===== config.mk =====
export PLATFORM = sky130hd
export DESIGN_NAME = ktp_front
export DESIGN_NICKNAME = d
export VERILOG_FILES = /design/src/sv/ktp_pkg.sv /design/src/sv/ktp_front.sv
export SDC_FILE = /design/constraint.sdc
export NUM_CORES = 2
export LEC_CHECK = 0
export BUFFER_PORTS_ARGS = -buffer_cell sky130_fd_sc_hd__buf_2
export CORE_AREA = 4 4 296 298
export CTS_CLUSTER_DIAMETER = 150
export CTS_CLUSTER_SIZE = 28
export DETAILED_ROUTE_END_ITERATION = 10
export DIE_AREA = 0 0 300 302
export GPL_TIMING_DRIVEN = 0
export PLACE_DENSITY_LB_ADDON = 0.15
export SLEW_MARGIN = 20
export SYNTH_ARGS = -nofsm -noshare
export SYNTH_HDL_FRONTEND = slang
export SYNTH_SLANG_ARGS = --single-unit

===== constraint.sdc =====
create_clock -name clk -period 8.21 [get_ports clk]
set_input_delay 0.821 -clock clk [delete_from_list [all_inputs] [get_ports clk]]
set_output_delay 0.821 -clock clk [all_outputs]
set_load 0.05 [all_outputs]

===== src/sv/ktp_pkg.sv =====
// ktp_pkg: shared types, constants and the exp step table of the
// keystate transition probability pipeline; no dependencies
`timescale 1ns / 1ps
package ktp_pkg;

  localparam int EXP_BITS  = 21;
  localparam int Y_DIV_W   = 12;
  localparam int Q_DIV_W   = 34;
  localparam int Q_BITS    = 17;
  localparam int Y_STEP    = 3;
  localparam int Q_STEP    = 2;
  localparam int OUT_W     = 17;
  localparam int SCALE_W   = 30;
  localparam int SHAPE_W   = 16;
  localparam int CFG_W     = 30;
  localparam int CFG_IDX_W = 2;

  localparam logic [OUT_W-1:0] OUT_ONE = 17'd65536;

  localparam logic [CFG_IDX_W-1:0] REG_SCALE_TABLE = 2'd0;
  localparam logic [CFG_IDX_W-1:0] REG_SHAPE_MARK  = 2'd1;
  localparam logic [CFG_IDX_W-1:0] REG_SHAPE_WORD  = 2'd2;
  localparam logic [CFG_IDX_W-1:0] REG_SHAPE_PAUSE = 2'd3;

  localparam logic [SCALE_W-1:0] SCALE_RESET = 30'd477201505;
  localparam logic [SHAPE_W-1:0] SHAPE_RESET = 16'd256;

  localparam logic [2:0] ELEM_DIT   = 3'd1;
  localparam logic [2:0] ELEM_DAH   = 3'd2;
  localparam logic [2:0] ELEM_ESP   = 3'd3;
  localparam logic [2:0] ELEM_CSP   = 3'd4;
  localparam logic [2:0] ELEM_WORD  = 3'd5;
  localparam logic [2:0] ELEM_PAUSE = 3'd6;

  typedef enum logic [1:0] {
    SPAN_BELOW,
    SPAN_CROSS,
    SPAN_ABOVE
  } span_t;

  typedef struct packed {
    logic                sat;
    logic [Y_DIV_W-1:0]  rem;
    logic [EXP_BITS-1:0] low;
  } ylane_t;

  typedef struct packed {
    span_t            span;
    logic             sat;
    logic [OUT_W-1:0] res_above;
  } qside_t;

  // t for bit idx: exp(-2^(idx-16)) in q0.32, rounded square chain
  function automatic logic [31:0] exp_step(input int unsigned idx);
    logic [63:0] t;
    t = 64'd4294901760;
    for (int unsigned k = 0; k < idx; k++) begin
      t = (t * t + 64'h8000_0000) >> 32;
    end
    return t[31:0];
  endfunction

endpackage


===== src/sv/ktp_front.sv =====
// ktp_front: four-stage front end, products, span select, exponent numerator
// and overflow check; depends on ktp_pkg
`timescale 1ns / 1ps
module ktp_front (
  input  logic                         clk,
  input  logic                         rst_n,
  input  logic                         en,
  input  logic                         vld_i,
  input  logic [2:0]                   element_type,
  input  logic [15:0]                  duration,
  input  logic [6:0]                   data_rate,
  input  logic [ktp_pkg::SCALE_W-1:0]  scale_table,
  input  logic [ktp_pkg::SHAPE_W-1:0]  shape_mark,
  input  logic [ktp_pkg::SHAPE_W-1:0]  shape_word,
  input  logic [ktp_pkg::SHAPE_W-1:0]  shape_pause,
  output logic                         vld_o,
  output ktp_pkg::span_t               span_o,
  output logic [ktp_pkg::Y_DIV_W-1:0]  div_o,
  output ktp_pkg::ylane_t              lane_a_o,
  output ktp_pkg::ylane_t              lane_b_o
);
  import ktp_pkg::*;

  logic        v1_r, v2_r, v3_r, v4_r;
  logic [4:0]  ms, ms1;
  logic [22:0] n0_nxt, n1_nxt;
  logic [15:0] d_nxt;
  logic [19:0] a_nxt;
  logic [11:0] c_nxt;
  logic [16:0] dur5;

  logic [22:0] n0_r, n1_r;
  logic [15:0] d_r;
  logic [19:0] a1_r, a2_r;
  logic [11:0] c1_r, c2_r, c3_r, c4_r;

  span_t       span_nxt, span2_r, span3_r, span4_r;
  logic [22:0] da_nxt, db_nxt, da_r, db_r;
  logic [22:0] d_ext;
  logic [42:0] pa_r, pb_r, thr;
  ylane_t      la_nxt, lb_nxt, la_r, lb_r;

  // stage 1: scale lookup and products
  always_comb begin
    case (element_type)
      ELEM_DAH:   ms = scale_table[9:5];
      ELEM_ESP:   ms = scale_table[14:10];
      ELEM_CSP:   ms = scale_table[19:15];
      ELEM_WORD:  ms = scale_table[24:20];
      ELEM_PAUSE: ms = scale_table[29:25];
      default:    ms = scale_table[4:0];
    endcase
    ms1    = (ms == 5'd0) ? 5'd1 : ms;
    d_nxt  = 16'({11'd0, ms1} * 16'd1200);
    n0_nxt = {7'd0, duration} * {16'd0, data_rate};
    dur5   = {1'b0, duration} + 17'd5;
    n1_nxt = {6'd0, dur5} * {16'd0, data_rate};
    case (element_type)
      ELEM_PAUSE: begin
        a_nxt = {4'd0, shape_pause} * 20'd14;
        c_nxt = {7'd0, ms1} * 12'd75;
      end
      ELEM_WORD: begin
        a_nxt = {4'd0, shape_word} * 20'd7;
        c_nxt = {7'd0, ms1} * 12'd75;
      end
      default: begin
        a_nxt = {4'd0, shape_mark};
        c_nxt = 12'd75;
      end
    endcase
  end

  // stage 2: span and differences
  always_comb begin
    d_ext = {7'd0, d_r};
    if (n1_r <= d_ext) begin
      span_nxt = SPAN_BELOW;
      da_nxt   = d_ext - n1_r;
      db_nxt   = d_ext - n0_r;
    end else if (n0_r < d_ext) begin
      span_nxt = SPAN_CROSS;
      da_nxt   = n1_r - d_ext;
      db_nxt   = d_ext - n0_r;
    end else begin
      span_nxt = SPAN_ABOVE;
      da_nxt   = n1_r - n0_r;
      db_nxt   = '0;
    end
  end

  // stage 4: overflow of exponent and divider seed
  always_comb begin
    thr        = {14'd0, c3_r, 17'd0};
    la_nxt.sat = (pa_r >= thr);
    la_nxt.rem = la_nxt.sat ? '0 : pa_r[28:17];
    la_nxt.low = {pa_r[16:0], 4'd0};
    lb_nxt.sat = (pb_r >= thr);
    lb_nxt.rem = lb_nxt.sat ? '0 : pb_r[28:17];
    lb_nxt.low = {pb_r[16:0], 4'd0};
  end

  always_ff @(posedge clk) begin
    if (!rst_n) begin
      v1_r <= 1'b0;
      v2_r <= 1'b0;
      v3_r <= 1'b0;
      v4_r <= 1'b0;
    end else if (en) begin
      v1_r <= vld_i;
      v2_r <= v1_r;
      v3_r <= v2_r;
      v4_r <= v3_r;
    end
  end

  always_ff @(posedge clk) begin
    if (en) begin
      n0_r    <= n0_nxt;
      n1_r    <= n1_nxt;
      d_r     <= d_nxt;
      a1_r    <= a_nxt;
      c1_r    <= c_nxt;
      span2_r <= span_nxt;
      da_r    <= da_nxt;
      db_r    <= db_nxt;
      a2_r    <= a1_r;
      c2_r    <= c1_r;
      pa_r    <= {23'd0, a2_r} * {20'd0, da_r};
      pb_r    <= {23'd0, a2_r} * {20'd0, db_r};
      span3_r <= span2_r;
      c3_r    <= c2_r;
      la_r    <= la_nxt;
      lb_r    <= lb_nxt;
      span4_r <= span3_r;
      c4_r    <= c3_r;
    end
  end

  assign vld_o    = v4_r;
  assign span_o   = span4_r;
  assign div_o    = c4_r;
  assign lane_a_o = la_r;
  assign lane_b_o = lb_r;

endmodule


# Yosys cells after proc, flatten, opt, wreduce, memory -nomap -nowiden
# Cells that the tools add are included.
# totals
ff_bits,348
in_bits,108
output_inout_bits,83
wordCells,58
# classes
addsub,5
multipliers,8
n_lt_le_gt_ge,4
n_eq_ne,5
muxes,8
reduce_logical,2
# op_table
op,n
$mux 23,4
$ge 43x29->1,2
$mul 20x23->43,2
$sub 16x23->23,2
$pmux 20 s2,1
$mul 16x3->19 const B,2
$pmux 5 s5,1
$mul 5x7->12 const B,2
$le 23x16->1,1
$lt 23x16->1,1
$mul 16x7->23,1
$mul 17x7->23,1
$sub 23x16->23,1
$sub 23x23->23,1
$add 16x3->17 const B,1
$eq 3x3->1 const B,3
$eq 3x2->1 const B,2
$logic_not 5->1,1
$mux 5,1
$mux 2,1
$reduce_or 2->1,1

# Logic depth before layout (Yosys ltp)
# logic_depth
ltp_word,5
depth_mapped,28

# Worst setup path before layout
# No wires, ideal clock.
# synth_path
path_kind,reg2reg
start,register a2_r[3]
end,register pa_r[41] (data pin)
setup_time_ns,0.158
arrival_time_ns,6.764
t_required_ns,8.052
setup_slack_ns,1.288
stages_incl_launch_ff,27
n_path_buf,2
cell_sequence,edfxtp_1 > clkbuf_1 > clkbuf_1 > and2_1 > fa_1 > fa_1 > inv_1 > fa_1 > inv_1 > fa_1 > inv_1 > fa_1 > inv_1 > fa_1 > inv_1 > fa_1 > inv_1 > ha_1 > a21o_1 > o21bai_1 > a22o_1 > or4_1 > o21a_1 > a31oi_1 > o211ai_1 > a2111o_1 > o211ai_1
# synth_between
elab_chain_cells,1
# synth_rtl
item,line_no,rtl
from (decl),ktp_front.sv:34,"logic [19:0] a1_r, a2_r;"
from (signal assigned),ktp_front.sv:127,a2_r <= a1_r;
$mul 20x23->43,ktp_front.sv:129,"pa_r <= {23'd0, a2_r} * {20'd0, da_r};"
to (signal assigned),ktp_front.sv:129,
to (decl),ktp_front.sv:40,"logic [42:0] pa_r, pb_r, thr;"
# No other way between the ends.
# A chain may end at the register's enable or synchronous reset.

# Worst setup path in the final report
# layout_path
start,register a2_r[11]
end,register pb_r[40] (data pin)
# layout_between
elab_chain_cells,1
# layout_rtl
item,line_no,rtl
$mul 20x23->43,ktp_front.sv:130,"pb_r <= {23'd0, a2_r} * {20'd0, db_r};"
to (signal assigned),ktp_front.sv:130,
to (decl),ktp_front.sv:40,
# No other way between the ends.

==> results_dict.tcl <==
set metrics [dict create \
    status "complete, no violations" \
    nFillCells 6785 \
    synth_area_mm2 0.05557 \
    final_common_cell "inv_1" \
    crit_arrival_ps 8300 \
    synth_edf_count 344 \
    maxSlewViolCount 0 \
    cts.htree.levels 1 \
    drtIter0Drc 3377 \
    postSynthCellCount 5731 \
    min_period_ps 7967 \
    finalCritPeriodShare_pct 97.04 \
    grt_pass1_wl_um 239300 \
    cap_violations 0 \
    clock-sinks 348 \
    rsz0062_at_grt "no" \
    fin_skew_ps 33.57 \
    start_util_pct 65.47 \
    worst-r2r-setup-slack_ps 240 \
    hold_buffers 0 \
    drt-vias-per-instance 5.885 \
    critPathCaptureType "flop" \
    cts_tree "done" \
    worst_slew_pin_slew_ps 1029 \
    reg2reg_from "a2_r[11]$_DFFE_PP_" \
    antenna_found_initial 10 \
    clockBufferDepth 3 \
    yosys.area.top_type_share_pct 33.40 \
    utilization_pct 69.28 \
    synthFlopType "edfxtp_1" \
    ys_warn_count 0 \
    post-route-drc-count 0 \
    synthArstFlopShare_pct 0 \
    routed-via-count 41800 \
    die_area_mm2 0.09060 \
    synth-seq-area-share_pct 18.73 \
    syn_avg_cell_area_um2 9.696 \
    die_y_um 302 \
    die_x_um 300 \
    worstHoldStart "c1_r[4]$_SDFFCE_PP0P_" \
    drive_gt1_share_pct 5.478 \
    hold_end "c2_r[4]$_DFFE_PP_" \
    grt_pass1_vias 43260 \
    firstDrtPassIters 6 \
    grt_use_total_pct 34.81 \
    crit_type "flop to flop" \
    final_cell_mix "1,060 x inv_1, 927 x fa_1, 694 x nand2_1" \
    routed_wl_um 154200 \
    setup_viol 0 \
    seq_area_mm2 0.01041 \
    crit_fanout 10 \
    portBuffers 173 \
    cts_root_buf "clkbuf_16" \
    synth_cell_type_count 85 \
    nets 7503 \
    clock_latency_ps 600 \
    final_hold_viol_count 0 \
    grt_max_degree 99 \
    yosys.area.top_type "fa_1" \
    max_slew_margin_pct 31.39 \
    hold_path.class "flop to flop" \
    hold_depth 0 \
    gp_congestion 0.9974 \
    wire_per_inst_um 21.71 \
    fmax_mhz 125.5 \
    multi_input_area_mm2 0.04011 \
    synthToLayoutAreaGrowth_pct 5.823 \
    drtAntennaViolNets 0 \
    rr_endpoint "pb_r[40]$_DFFE_PP_" \
    ys_top_cells_by_area "fa_1 33%, edfxtp_1 19%, ha_1 12%" \
    cts.reportedPaths.clkPinSlew_ps 120 \
    dp_hpwl_um 126300 \
    start_kind "flop" \
    grt-ovfl-total 0 \
    ys_ff_latch 348 \
    coreArea_mm2 0.08488 \
    num_rows 107 \
    numCtsBuffers 17 \
    reg2reg_depth 23 \
    cp.required_ps 8540 \
    ios 191 \
]
## metrics by stage
stage	setup slack [ps]	setup TNS (ps)	hold WS (ps)	cells	instance area (µm²)
final	242.8	0	419.4	7103	58800
after global placement	-602.5	-5472	403.3	7055	57890
after floorplan	1289	0	400.3	5738	55590
after detailed placement	-726.8	-7625	404.5	7058	57980
after global routing	6.827	0	436.4	7096	58790
after CTS	6.601	0	428.5	7075	58500
## worst max path at each step
stage,startpoint,cells past startpoint,slack [ps],to
2_1_floorplan,a2_r[3]$_DFFE_PP_,26,1290,pa_r[41]$_DFFE_PP_
3_3_place_gp,a2_r[7]$_DFFE_PP_,24,-600,pb_r[40]$_DFFE_PP_
3_5_place_dp,a2_r[7]$_DFFE_PP_,24,-730,pb_r[40]$_DFFE_PP_
4_1_cts,a2_r[11]$_DFFE_PP_,23,7,pb_r[40]$_DFFE_PP_
5_1_grt,a2_r[11]$_DFFE_PP_,25,7,pa_r[41]$_DFFE_PP_
6_report,a2_r[11]$_DFFE_PP_,23,240,pb_r[40]$_DFFE_PP_
## per-layer routing
metal | up-vias | global-route usage (%) | share of wire [%]
met4 | 6 | 23.48 | 8.9
met5 | - | 0 | 0.025
met3 | 589 | 7.629 | 9.9
met2 | 1980 | 56.68 | 46
li1 | 18480 | - | -
met1 | 20750 | 41.89 | 35
## final cells by class
class | count | area share [%]
clock inverters | 5 | 0.1170
well taps | 1144 | 2.434
repair buffers | 203 | 2.145
plain buffers | 266 | 1.823
multi-input cells | 4046 | 68.22
inverters | 1062 | 6.779
diodes | 8 | 0.03404
flip-flops and latches | 348 | 17.70
clock buffers | 21 | 0.7490
## synth_stat cells (9+ instances only)
| master | instances |
|---|---|
| a211oi_1 | 13 |
| a21boi_0 | 16 |
| a21o_1 | 82 |
| a21oi_1 | 177 |
| a221o_1 | 9 |
| a221oi_1 | 9 |
| a22oi_1 | 15 |
| a31oi_1 | 29 |
| and2_1 | 579 |
| and3_1 | 21 |
| clkbuf_1 | 266 |
| edfxtp_1 | 344 |
| fa_1 | 927 |
| ha_1 | 524 |
| inv_1 | 1060 |
| mux2i_1 | 9 |
| nand2_1 | 694 |
| nand2b_1 | 18 |
| nand3_1 | 47 |
| nand4_1 | 28 |
| nor2_1 | 159 |
| nor2b_1 | 34 |
| nor3_1 | 47 |
| nor3b_1 | 16 |
| nor4_1 | 24 |
| o211ai_1 | 15 |
| o21a_1 | 34 |
| o21ai_0 | 91 |
| o21bai_1 | 31 |
| o221ai_1 | 13 |
| o31ai_1 | 11 |
| or2_2 | 10 |
| or3_1 | 16 |
| xnor2_1 | 144 |
| xor2_1 | 60 |
## timing repair
item                       in CTS  in global routing
setup endpoints to repair      28                 21
buffers inserted                2                 25
gates resized for setup        21                 30
## sequential cells by signal, summed over array words and instances (netlist names), 20 cells and up
register and cells:
a1_r 20, a2_r 20, da_r 23, db_r 23, lane_a_o 30, lane_b_o 30
n0_r 23, n1_r 23, pa_r 43, pb_r 43
## cell families after synthesis
group	synth area share, %
xor+xnor	3.215
fa+ha+maj	45.19
compound gates	7.915
simple gates	15.47
other cells	0.006748
buf+inv	9.144
mux	0.3242
flops	18.73
## worst max-delay path, cell delays in order (launching register included)
cell and delay, ps:
edfxtp_1 610, clkbuf_1 610, nand2_1 180, fa_1 580, inv_1 50, fa_1 510, inv_1 60, fa_1 530
inv_1 50, fa_1 490, fa_1 420, fa_1 490, inv_1 50, fa_1 480, inv_1 40, ha_1 370
and4_1 280, nand3_1 150, o31ai_2 600, o2111ai_1 280, a21o_1 260, o21ai_1 320, a31oi_1 160, xnor2_1 140
Power is left out: the tool's default activity adds up to more than one toggle a clock period on the data nets, which glitch-free logic cannot reach.
