==> src/sv/ktp_pkg.sv <==
// ktp_pkg: shared types, constants and the exp step table of the
// keystate transition probability pipeline; no dependencies
`timescale 1ns / 1ps
package ktp_pkg;

  localparam int EXP_BITS  = 21;
  localparam int Y_DIV_W   = 12;
  localparam int Q_DIV_W   = 34;
  localparam int Q_BITS    = 17;
  localparam int Y_STEP    = 3;
  localparam int Q_STEP    = 2;
  localparam int OUT_W     = 17;
  localparam int SCALE_W   = 30;
  localparam int SHAPE_W   = 16;
  localparam int CFG_W     = 30;
  localparam int CFG_IDX_W = 2;

  localparam logic [OUT_W-1:0] OUT_ONE = 17'd65536;

  localparam logic [CFG_IDX_W-1:0] REG_SCALE_TABLE = 2'd0;
  localparam logic [CFG_IDX_W-1:0] REG_SHAPE_MARK  = 2'd1;
  localparam logic [CFG_IDX_W-1:0] REG_SHAPE_WORD  = 2'd2;
  localparam logic [CFG_IDX_W-1:0] REG_SHAPE_PAUSE = 2'd3;

  localparam logic [SCALE_W-1:0] SCALE_RESET = 30'd477201505;
  localparam logic [SHAPE_W-1:0] SHAPE_RESET = 16'd256;

  localparam logic [2:0] ELEM_DIT   = 3'd1;
  localparam logic [2:0] ELEM_DAH   = 3'd2;
  localparam logic [2:0] ELEM_ESP   = 3'd3;
  localparam logic [2:0] ELEM_CSP   = 3'd4;
  localparam logic [2:0] ELEM_WORD  = 3'd5;
  localparam logic [2:0] ELEM_PAUSE = 3'd6;

  typedef enum logic [1:0] {
    SPAN_BELOW,
    SPAN_CROSS,
    SPAN_ABOVE
  } span_t;

  typedef struct packed {
    logic                sat;
    logic [Y_DIV_W-1:0]  rem;
    logic [EXP_BITS-1:0] low;
  } ylane_t;

  typedef struct packed {
    span_t            span;
    logic             sat;
    logic [OUT_W-1:0] res_above;
  } qside_t;

  // t for bit idx: exp(-2^(idx-16)) in q0.32, rounded square chain
  function automatic logic [31:0] exp_step(input int unsigned idx);
    logic [63:0] t;
    t = 64'd4294901760;
    for (int unsigned k = 0; k < idx; k++) begin
      t = (t * t + 64'h8000_0000) >> 32;
    end
    return t[31:0];
  endfunction

endpackage

==> src/sv/ktp_sdiv.sv <==
// ktp_sdiv: pipelined restoring divider, BPS quotient bits per stage,
// with a sideband that travels alongside; depends on ktp_pkg
`timescale 1ns / 1ps
module ktp_sdiv #(
  parameter int QW  = ktp_pkg::EXP_BITS,
  parameter int DW  = ktp_pkg::Y_DIV_W,
  parameter int BPS = ktp_pkg::Y_STEP,
  parameter int SW  = 1
) (
  input  logic          clk,
  input  logic          rst_n,
  input  logic          en,
  input  logic          vld_i,
  input  logic [DW-1:0] rem_i,
  input  logic [QW-1:0] low_i,
  input  logic [DW-1:0] div_i,
  input  logic [SW-1:0] side_i,
  output logic          vld_o,
  output logic [QW-1:0] quo_o,
  output logic [SW-1:0] side_o
);
  import ktp_pkg::*;

  localparam int NS = (QW + BPS - 1) / BPS;

  logic          vld_r  [NS];
  logic [DW-1:0] rem_r  [NS];
  logic [QW-1:0] quo_r  [NS];
  logic [QW-1:0] low_r  [NS];
  logic [DW-1:0] div_r  [NS];
  logic [SW-1:0] side_r [NS];

  for (genvar s = 0; s < NS; s++) begin : g_st
    logic          pv;
    logic [DW-1:0] prem, pdiv;
    logic [QW-1:0] pquo, plow;
    logic [SW-1:0] pside;
    logic [DW-1:0] rem_nxt;
    logic [QW-1:0] quo_nxt;

    if (s == 0) begin : g_src
      assign pv    = vld_i;
      assign prem  = rem_i;
      assign pquo  = '0;
      assign plow  = low_i;
      assign pdiv  = div_i;
      assign pside = side_i;
    end else begin : g_src
      assign pv    = vld_r[s-1];
      assign prem  = rem_r[s-1];
      assign pquo  = quo_r[s-1];
      assign plow  = low_r[s-1];
      assign pdiv  = div_r[s-1];
      assign pside = side_r[s-1];
    end

    always_comb begin
      logic [DW:0] t;
      t       = '0;
      rem_nxt = prem;
      quo_nxt = pquo;
      for (int j = 0; j < BPS; j++) begin
        if (s * BPS + j < QW) begin
          t = {rem_nxt, plow[QW-1-s*BPS-j]};
          if (t >= {1'b0, pdiv}) begin
            t = t - {1'b0, pdiv};
            quo_nxt[QW-1-s*BPS-j] = 1'b1;
          end
          rem_nxt = t[DW-1:0];
        end
      end
    end

    always_ff @(posedge clk) begin
      if (!rst_n) begin
        vld_r[s] <= 1'b0;
      end else if (en) begin
        vld_r[s] <= pv;
      end
    end

    always_ff @(posedge clk) begin
      if (en) begin
        rem_r[s]  <= rem_nxt;
        quo_r[s]  <= quo_nxt;
        low_r[s]  <= plow;
        div_r[s]  <= pdiv;
        side_r[s] <= pside;
      end
    end
  end

  assign vld_o  = vld_r[NS-1];
  assign quo_o  = quo_r[NS-1];
  assign side_o = side_r[NS-1];

endmodule

==> config.mk <==
export PLATFORM = sky130hd
export DESIGN_NAME = ktp_sdiv
export DESIGN_NICKNAME = d
export VERILOG_FILES = /design/src/sv/ktp_pkg.sv /design/src/sv/ktp_sdiv.sv
export SDC_FILE = /design/constraint.sdc
export NUM_CORES = 1
export LEC_CHECK = 0
export BUFFER_PORTS_ARGS = -buffer_cell sky130_fd_sc_hd__buf_4
export CELL_PAD_IN_SITES_DETAIL_PLACEMENT = 0
export CELL_PAD_IN_SITES_GLOBAL_PLACEMENT = 2
export CORE_MARGIN = 10
export CORE_UTILIZATION = 41
export DETAILED_ROUTE_END_ITERATION = 10
export HOLD_SLACK_MARGIN = 0.02
export PLACE_DENSITY_LB_ADDON = 0.1
export SYNTH_ARGS = -nofsm -noshare
export SYNTH_HDL_FRONTEND = slang
export SYNTH_SLANG_ARGS = --single-unit
==> constraint.sdc <==
create_clock -name clk -period 8 [get_ports clk]
set_input_delay 0.4 -clock clk [delete_from_list [all_inputs] [get_ports clk]]
set_output_delay 0.4 -clock clk [all_outputs]
set_load 0.03 [all_outputs]
Word level (Yosys, flattened, before mapping)
Memory sizes are Yosys's and may differ from the RTL's.
Index checks and enable logic that the tools add are counted.
- $add $sub $neg: 21
- $lt $le $gt $ge: 21
- muxes and demuxes: 54
- bitwise gates (word level): 7
- operators with widths (operator ; count):
    $ge A13 B12 Y1 ; 21
    $mux W12 ; 21
    $sub A12 B12 Y12 ; 21
    $mux W1 ; 33
    $or A1 B1 Y1 ; 7
- register bits after elaboration: 0
- memory bits (writable): 476
- bits of input ports: 50
- output and inout bits: 23
- logic and storage cells: 109
- memories kept: 6
- memories (memory ; words ; width ; read ports ; clocked after Yosys merged registers in ; wr ports ; line ; RTL):
    low_r ; 7 ; 21 ; 6 ; 0 ; 7 ; ktp_sdiv.sv:29 ; logic [QW-1:0] low_r [NS];
    quo_r ; 7 ; 21 ; 7 ; 0 ; 7 ; ktp_sdiv.sv:28 ; logic [QW-1:0] quo_r [NS];
    div_r ; 7 ; 12 ; 6 ; 0 ; 7 ; ktp_sdiv.sv:30 ; logic [DW-1:0] div_r [NS];
    rem_r ; 7 ; 12 ; 6 ; 0 ; 7 ; ktp_sdiv.sv:27 ; logic [DW-1:0] rem_r [NS];
    side_r ; 7 ; 1 ; 7 ; 0 ; 7 ; ktp_sdiv.sv:31 ; logic [SW-1:0] side_r [NS];
    vld_r ; 7 ; 1 ; 7 ; 0 ; 7 ; ktp_sdiv.sv:26 ; logic vld_r [NS];

Longest topological paths before layout
Gate-level depths: netlist (run 1).
An unclocked memory read counts as a cell.
- depth after elaboration: 7
- mapped depth: 36
- gate-level depth less buffers: 31

Worst setup path before layout (run 1)
Ideal clock, no wire load.
- path kind: reg-to-reg
- from: memory div_r[0][1] in the netlist's numbering
- to: memory rem_r[1][9] in the netlist's numbering (data pin)
- library setup time: 0.163 ns
- arrival time: 7.022 ns
- data required time: 7.837 ns
- path slack: 0.815 ns
- stages on the path, launching flop included: 33
- buffers on the path: 4
- clock period less this slack: 7.185 ns
- cells stage by stage: edfxtp_1 -> inv_1 -> ha_1 -> nor2b_1 -> o31a_1 -> o41ai_2 -> a31oi_1 -> a211o_1 -> clkbuf_1 -> buf_1 -> mux2i_1 -> inv_1 -> ha_1 -> o21a_1 -> o31a_1 -> nor4_1 -> o31ai_1 -> o221ai_1 -> o211ai_2 -> clkbuf_1 -> nor2_1 -> a21oi_1 -> ha_1 -> nor2b_1 -> o21ai_0 -> a21oi_1 -> o21a_1 -> o21ai_0 -> nor4bb_1 -> nand2_1 -> clkbuf_1 -> or2_2 -> o221ai_1
- RTL lines (what ; line):
    start: declaration ; ktp_sdiv.sv:30
    end: declaration ; ktp_sdiv.sv:27

==> qor.yml, run 1 <==
seq_area_frac_synth_pct: 39.4
die_h_microns: 258
critPathMaxStageDelay_ps: 530
first_iter_violations: 922
grt_use_total_pct: 17.6
fin_skew_ps: 13.2
finalSetupViolCount: 0
cp_slowest_cell: "edfxtp_1"
reg2regPathDepth: 26
dpl.hpwl_microns: 46700
tightest_slew_ps: 876
synthTopCellsByArea: "edfxtp_1, ha_1, xnor2_1"
rr_endpoint: "rem_r[2][3]"
start_util_pct: 41.3
cpLargestDelayFamily: "compound AO/OA/AOI/OAI gates"
io_buffer_count: 72
worstSkewPairLatency_ps: 550
startpoint: "div_r[1][1]"
grt_use_met2_pct: 30.9
syn-num-nets: 2583
synth_top_area_cell: "edfxtp_1"
status: "complete, no violations"
crit_buf_inv: 2
yosysUniqueCellTypes: 90
fmax_mhz: 136
grt_overflow: 0
rows: 87
vias_per_cell: 5.45
grt.busiest_layer: "met2"
met3_usage_pct: 2.01
nets: 2716
cp-endpoint: "rem_r[2][3]"
crit_cells: 26
critPathKind: "flop to flop"
antenna_found_initial: 1
cts_tree: "done"
die_area_sq_um: 66500
num_io_pins: 73
gp_congestion: 0.885
final_antenna_net_count: 0
grt_pass1_vias: 17374
gr-usage-met1_pct: 22.2
hold_viol: 0
cts-root-buf: "clkbuf_16"
synth_area_sq_um: 23200
grt_max_degree: 151
rrSetupSlack_ps: 670
wl_per_cell_microns: 18.7
finalCritPeriodShare_pct: 91.6
core_sq_um: 56200
end_kind: "flop"
synth.top_cell.area_share_pct: 39.4
syn_to_final_growth_pct: 13.4
tns_ps: 0
start_kind: "flop"
ys_ff_latch: 305
ys_warn_count: 0
synth_ff_type: "edfxtp_1"
synth-edff-count: 304
drive_gt1_share_pct: 11.6
min_path_type: "input pin to flop"
h-tree-depth: 2
slew_headroom_pct: 41.6
synth.avg_cell_area_sq_um: 10.3
crit_path_max_fanout: 19
antennaDiodeCount: 0
grt_pass1_wl_microns: 94700
critPathArrivalTime_ps: 7620
drv_cap: 0
period_needed_ps: 7330
crit_required_ps: 8290
clock_sinks: 305
die_w_microns: 258
path_clk_slew_ps: 60
reg2reg_from: "div_r[1][1]"
wirelength_microns: 59400
finalMaxSlewViolations: 0
synthCells: 2261
dr_total_vias: 17317
synthArstFlopShare_pct: 0
cts_buffers: 38
dr.pass1.iters: 5
rsz0062_at_grt: "no"
clockBufferDepth: 3
drc: 0
-- layout make-up --
| cell class | count | area [sq um] |
|---|---|---|
| tap | 756 | 946 |
| sequential | 305 | 9150 |
| multi-input combinational | 1712 | 13200 |
| clock inverter | 24 | 209 |
| inverter | 204 | 766 |
| clock buffer | 44 | 995 |
| timing repair buffer | 133 | 1090 |
| fill | 5318 | 29900 |
-- logic make-up after synthesis --
group	share of synthesized area, %
AND/OR/NAND/NOR	12.0
XOR/XNOR	6.04
buffers and inverters	4.19
adder cells (fa/ha/maj)	15.3
AO/OA/AOI/OAI	17.2
flip-flops	39.4
multiplexers	5.79
-- layer usage --
metal  routed length, microns  vias to the layer above
met4                     1720                        2
met1                    26200                     8170
met3                     2000                      100
met5                       12                        -
li1                         -                     8749
met2                    29400                      296
-- Yosys cell counts, types with 16 or more instances --
cell / instances
o21bai_1: 19
nand2b_1: 25
or3_1: 17
nor2_1: 135
and3_1: 19
nand2_1: 135
nor2b_1: 40
xnor2_1: 98
a21oi_1: 162
edfxtp_1: 304
mux2_1: 18
nor3_1: 43
o21ai_0: 133
nand4_1: 27
mux2i_1: 45
ha_1: 252
inv_1: 199
clkbuf_1: 18
xor2_1: 62
fa_1: 20
o31ai_1: 18
mux2_2: 52
a21o_1: 54
o21a_1: 38
a31oi_1: 16
nand3_1: 52
-- cells in the final DEF, fill, tap and decap left out, types with 11 or more instances in the layout --
cell type        n
nand4_1         27
a31oi_1         15
nor2b_1         40
xor2_1          62
mux2_1          18
o22a_1          11
xnor2_1         98
or3_1           17
o31a_1          14
and3_1          19
fa_1            20
mux2i_1         45
edfxtp_1       304
o21a_1          38
o221ai_1        14
inv_1          198
clkbuf_16       39
a21o_1          54
a21oi_1        161
a211oi_1        15
o211ai_1        14
dlygate4sd3_1   24
nand2b_1        25
o21ai_0        130
mux2_2          52
nand2_1        134
buf_4          106
nor3_1          43
ha_1           252
o21bai_1        19
nand3_1         52
o31ai_1         13
nor2_1         135
-- metrics by stage --
step / std cells / setup WS, ps / hold slack, ps / instance area (sq um) / utilization [%]
finish: 3178 / 668 / 68.4 / 26300 / 46.8
global route: 3178 / 60.9 / 36.6 / 26300 / 46.8
CTS: 3175 / 125 / 30.1 / 26200 / 46.7
detailed placement: 3083 / -85.3 / 405 / 24800 / 44.1
global placement: 3083 / -128 / 400 / 24800 / 44.1
floorplan: 2261 / 815 / 400 / 23200 / -
-- flip-flops by register name (all words and copies together), names as in the netlist --
signal  flops
quo_r      84
side_r      7
low_r      63
rem_r      72
div_r      72
vld_r       7
-- how the worst min path moves through the flow --
stage | start | end | depth (start not counted) | slack, ps
2_1_floorplan | low_r[0][0] | low_r[1][0] | 0 | 400
3_3_place_gp | side_r[5] | side_r[6] | 0 | 400
3_5_place_dp | low_r[0][6] | low_r[1][6] | 0 | 400
4_1_cts | div_i[1] | div_r[0][1] | 1 | 30
5_1_grt | div_i[9] | div_r[0][9] | 1 | 40
6_report | div_i[1] | div_r[0][1] | 1 | 70
-- what timing repair did --
| item | 4_1_cts | 5_1_grt |
|---|---|---|
| pin swaps | 0 | 1 |
| buffers inserted | 0 | 3 |
| hold buffers | 24 | 0 |
| setup endpoints to repair | 10 | 57 |
| resized for setup | 1 | 17 |
| endpoints found under the hold margin | 24 | 0 |
Power of run 1 is left out: the tool's default activity adds up to more than one toggle a clock period on the data nets, which glitch-free logic cannot reach.
==> inputs of run 2 (changes only) <==
--- a/config.mk
+++ b/config.mk
@@ -12,6 +12,7 @@
 export CORE_UTILIZATION = 41
 export DETAILED_ROUTE_END_ITERATION = 10
 export HOLD_SLACK_MARGIN = 0.02
+export MAX_ROUTING_LAYER = met4
 export PLACE_DENSITY_LB_ADDON = 0.1
 export SYNTH_ARGS = -nofsm -noshare
 export SYNTH_HDL_FRONTEND = slang
==> qor.yml, run 2 (same netlist as run 1, synthesis figures left out) <==
critPathArrivalTime_ps: 7770
cts_buffers: 38
layout_commonest_cell: "edfxtp_1"
syn_to_final_growth_pct: 13.9
nets: 2727
die_w_microns: 258
drc: 0
clockBufferDepth: 3
die_h_microns: 258
antenna_found_initial: 1
cts_tree: "done"
rows: 87
path_clk_slew_ps: 60
grt_pass1_wl_microns: 94100
dr_total_vias: 17322
largestRegisters: "quo_r (84), div_r (72), rem_r (72)"
fin_skew_ps: 22.4
crit_required_ps: 8310
critPathKind: "flop to flop"
drive_gt1_share_pct: 11.9
h-tree-depth: 2
end_kind: "flop"
slew_headroom_pct: 41.2
gp_congestion: 0.883
fmax_mhz: 134
dpl.hpwl_microns: 47300
dr.pass1.iters: 6
grt_overflow: 0
crit_path_max_fanout: 15
drv_cap: 0
start_util_pct: 41.3
grt_pass1_vias: 17489
finalMaxSlewViolations: 0
hold_viol: 0
die_area_sq_um: 66500
num_io_pins: 73
period_needed_ps: 7450
clock_sinks: 305
finalCritPeriodShare_pct: 93.2
worstSkewPairLatency_ps: 570
min_path_type: "input pin to flop"
cts-root-buf: "clkbuf_16"
final_antenna_net_count: 0
io_buffer_count: 72
wirelength_microns: 59600
wl_per_cell_microns: 18.7
grt_use_total_pct: 18.1
first_iter_violations: 896
core_sq_um: 56200
finalSetupViolCount: 0
layout_common_cells: "edfxtp_1, ha_1, inv_1"
top_register: "quo_r"
tns_ps: 0
start_kind: "flop"
vias_per_cell: 5.43
grt_max_degree: 117
tightest_slew_ps: 882
status: "complete, no violations"
antennaDiodeCount: 0
fillers: 5342
largest_reg_flops: 84
run 2: layout make-up:
cell class	instances	area (sq um)	area share, %
repair buffers	144	1190	4.49
flip-flops and latches	305	9150	34.6
well taps	756	946	3.58
inverters	204	766	2.90
multi-input cells	1712	13100	49.7
clock inverters	30	283	1.07
clock buffers	40	958	3.63
run 2: through the flow:
stage / setup slack [ps] / cells / cell area (sq um) / hold WS [ps] / utilization (%)
2_1_floorplan: 815 / 2261 / 23200 / 400 / -
3_3_place_gp: -143 / 3090 / 24800 / 400 / 44.2
3_5_place_dp: -163 / 3090 / 24800 / 405 / 44.2
4_1_cts: 38.5 / 3188 / 26300 / 21.5 / 46.9
5_1_grt: -13.7 / 3191 / 26400 / 28.2 / 47.0
6_report: 548 / 3191 / 26400 / 51.4 / 47.0
run 2: worst max-delay path, cell delays in order (launching register included):
cell and delay (ps):
edfxtp_1 390, inv_1 170, ha_1 310, a21o_1 190, a21oi_1 200, a31oi_1 230, o31ai_1 560, buf_4 250
mux2_2 370, ha_1 350, o21a_1 190, o31a_1 150, o211ai_1 310, a31oi_1 140, a31oi_1 190, and2_1 510
o21ai_0 300, ha_1 380, nor2b_1 150, o2111ai_1 260, a31oi_1 210, nand3_1 130, nand2_1 100, a41oi_1 340
nand4_1 200, buf_4 220, o221ai_1 380
run 2: layer usage:
layer / part of all wire (%) / global-route usage, % / vias up
li1: - / - / 8755
met1: 44 / 21.6 / 8203
met2: 50 / 31.3 / 257
met3: 3.2 / 2.69 / 107
met4: 2.6 / 5.06 / 0
met5: 0 / - / -
run 2: what timing repair did:
action,in CTS,in global routing
gates resized for setup,1,15
endpoints found under the setup margin,10,54
setup buffers,0,3
hold endpoints to repair,28,0
cloned,0,0
pin swaps,0,1
hold buffers,28,0
run 2: path summary, 6_finish.rpt:
path                     start           end  slack, ps  cells after the start
setup / recovery   div_r[3][4]   rem_r[4][9]        550                     26
hold / removal        div_i[1]   div_r[0][1]         50                      1
setup reg to reg   div_r[3][4]   rem_r[4][9]        550                     26
hold reg to reg   quo_r[4][12]  quo_r[5][12]        410                      0
Power of run 2 is left out for the same reason.
==> inputs of run 3 (changes only) <==
--- a/config.mk
+++ b/config.mk
@@ -8,6 +8,7 @@
 export BUFFER_PORTS_ARGS = -buffer_cell sky130_fd_sc_hd__buf_4
 export CELL_PAD_IN_SITES_DETAIL_PLACEMENT = 0
 export CELL_PAD_IN_SITES_GLOBAL_PLACEMENT = 2
+export CORE_ASPECT_RATIO = 1.2
 export CORE_MARGIN = 10
 export CORE_UTILIZATION = 41
 export DETAILED_ROUTE_END_ITERATION = 10
==> qor.yml, run 3 (same netlist as run 1, synthesis figures left out) <==
status: "complete, no violations"
end_kind: "flop"
period_needed_ps: 7540
finalSetupViolCount: 0
worstSkewPairLatency_ps: 550
tns_ps: 0
grt_overflow: 0
rows: 95
critPathMaxStageDelay_ps: 520
fin_skew_ps: 16.8
cts-root-buf: "clkbuf_16"
nets: 2742
die_w_microns: 237
start_util_pct: 41.4
slew_headroom_pct: 34.8
holdPathEnd: "div_r[0][6]"
final_antenna_net_count: 0
first_iter_violations: 1087
crit_buf_inv: 2
clockBufferDepth: 3
num_io_pins: 73
final_area_sq_um: 26600
crit_required_ps: 8280
die_h_microns: 281
grt_pass1_wl_microns: 95600
top_register: "quo_r"
core_sq_um: 56000
rr_endpoint: "rem_r[2][2]"
reg2regPathDepth: 26
crit_path_max_fanout: 19
hold_viol: 0
place_ws_ps: 7.67
h-tree-depth: 2
grt_use_total_pct: 18.4
critPathKind: "flop to flop"
setup_slack_ps: 461
reg2reg_from: "div_r[1][1]"
largestRegisters: "quo_r (84), div_r (72), rem_r (72)"
layout_commonest_cell: "edfxtp_1"
fmax_mhz: 133
start_kind: "flop"
antennaDiodeCount: 0
antenna_found_initial: 0
placedInstanceArea_sq_um: 24900
dpl.hpwl_microns: 47900
min_path_type: "input pin to flop"
whs_path_depth: 1
wl_per_cell_microns: 19.1
syn_to_final_growth_pct: 14.5
cpLargestDelayFamily: "compound AO/OA/AOI/OAI gates"
tightest_slew_ps: 978
cts_buffers: 37
path_clk_slew_ps: 60
cts_tree: "done"
dr.pass1.iters: 7
drc: 0
grt_pass1_vias: 17199
wirelength_microns: 60700
gp_congestion: 0.891
finalCritPeriodShare_pct: 94.2
vias_per_cell: 5.45
hold_slack_ps: 58.6
holdCritStartpoint: "div_i[6]"
die_area_sq_um: 66500
io_buffer_count: 72
cp_slowest_cell: "edfxtp_1"
grt_max_degree: 126
finalMaxSlewViolations: 0
largest_reg_flops: 84
drv_cap: 0
dr_total_vias: 17325
layout_common_cells: "edfxtp_1, ha_1, inv_1"
rrSetupSlack_ps: 460
drive_gt1_share_pct: 12.2
clock_sinks: 305
critPathArrivalTime_ps: 7820
rsz0062_at_grt: "no"
[run 3: cell types whose count changed in the layout (fill, tap and decap cells not counted), moves of 2 or more]
cell,delta
inv_6,-4
clkinv_2,-2
o31ai_1,+4
o31ai_2,-4
buf_4,+15
clkinv_1,-4
clkbuf_1,+3
clkinvlp_4,+2
bufinv_16,+2
buf_12,+2
[run 3: timing repair]
action / CTS / global route
hold endpoints to repair: 28 / 0
hold buffers: 28 / 0
pin swaps: 0 / 2
endpoints found under the setup margin: 5 / 38
resized for setup: 1 / 10
setup buffers: 0 / 3
[run 3: how the worst max path moves through the flow]
stage / slack [ps] / cells past startpoint / start / endpoint
after floorplan: 810 / 32 / div_r[0][1] / rem_r[1][9]
after global placement: -20 / 26 / div_r[1][1] / rem_r[2][2]
after detailed placement: 8 / 26 / div_r[1][1] / rem_r[2][2]
after CTS: 170 / 26 / div_r[1][1] / rem_r[2][2]
after global routing: 8 / 34 / div_i[1] / rem_r[0][7]
final: 460 / 26 / div_r[1][1] / rem_r[2][2]
[run 3: layout make-up]
class / count / area (sq um)
fill: 5247 / 29400
multi-input combinational: 1712 / 13100
sequential: 305 / 9150
timing repair buffer: 160 / 1330
clock buffer: 44 / 995
tap: 727 / 910
inverter: 204 / 766
clock inverter: 24 / 290
[run 3: metal layers]
metal	up-vias	wire [microns]	track usage (%)	share of wire (%)
met4	0	1610	5.41	2.7
li1	8773	-	-	-
met3	86	1750	2.38	2.9
met5	-	0	-	0
met1	8190	25800	21.0	43
met2	276	31500	33.1	52
[run 3: metrics by stage]
stage                     utilization [%]  instances
final                                47.4       3176
after global routing                 47.4       3176
after CTS                            47.3       3173
after detailed placement             44.5       3077
after global placement               44.5       3077
after floorplan                         -       2261
Power of run 3 is left out for the same reason.
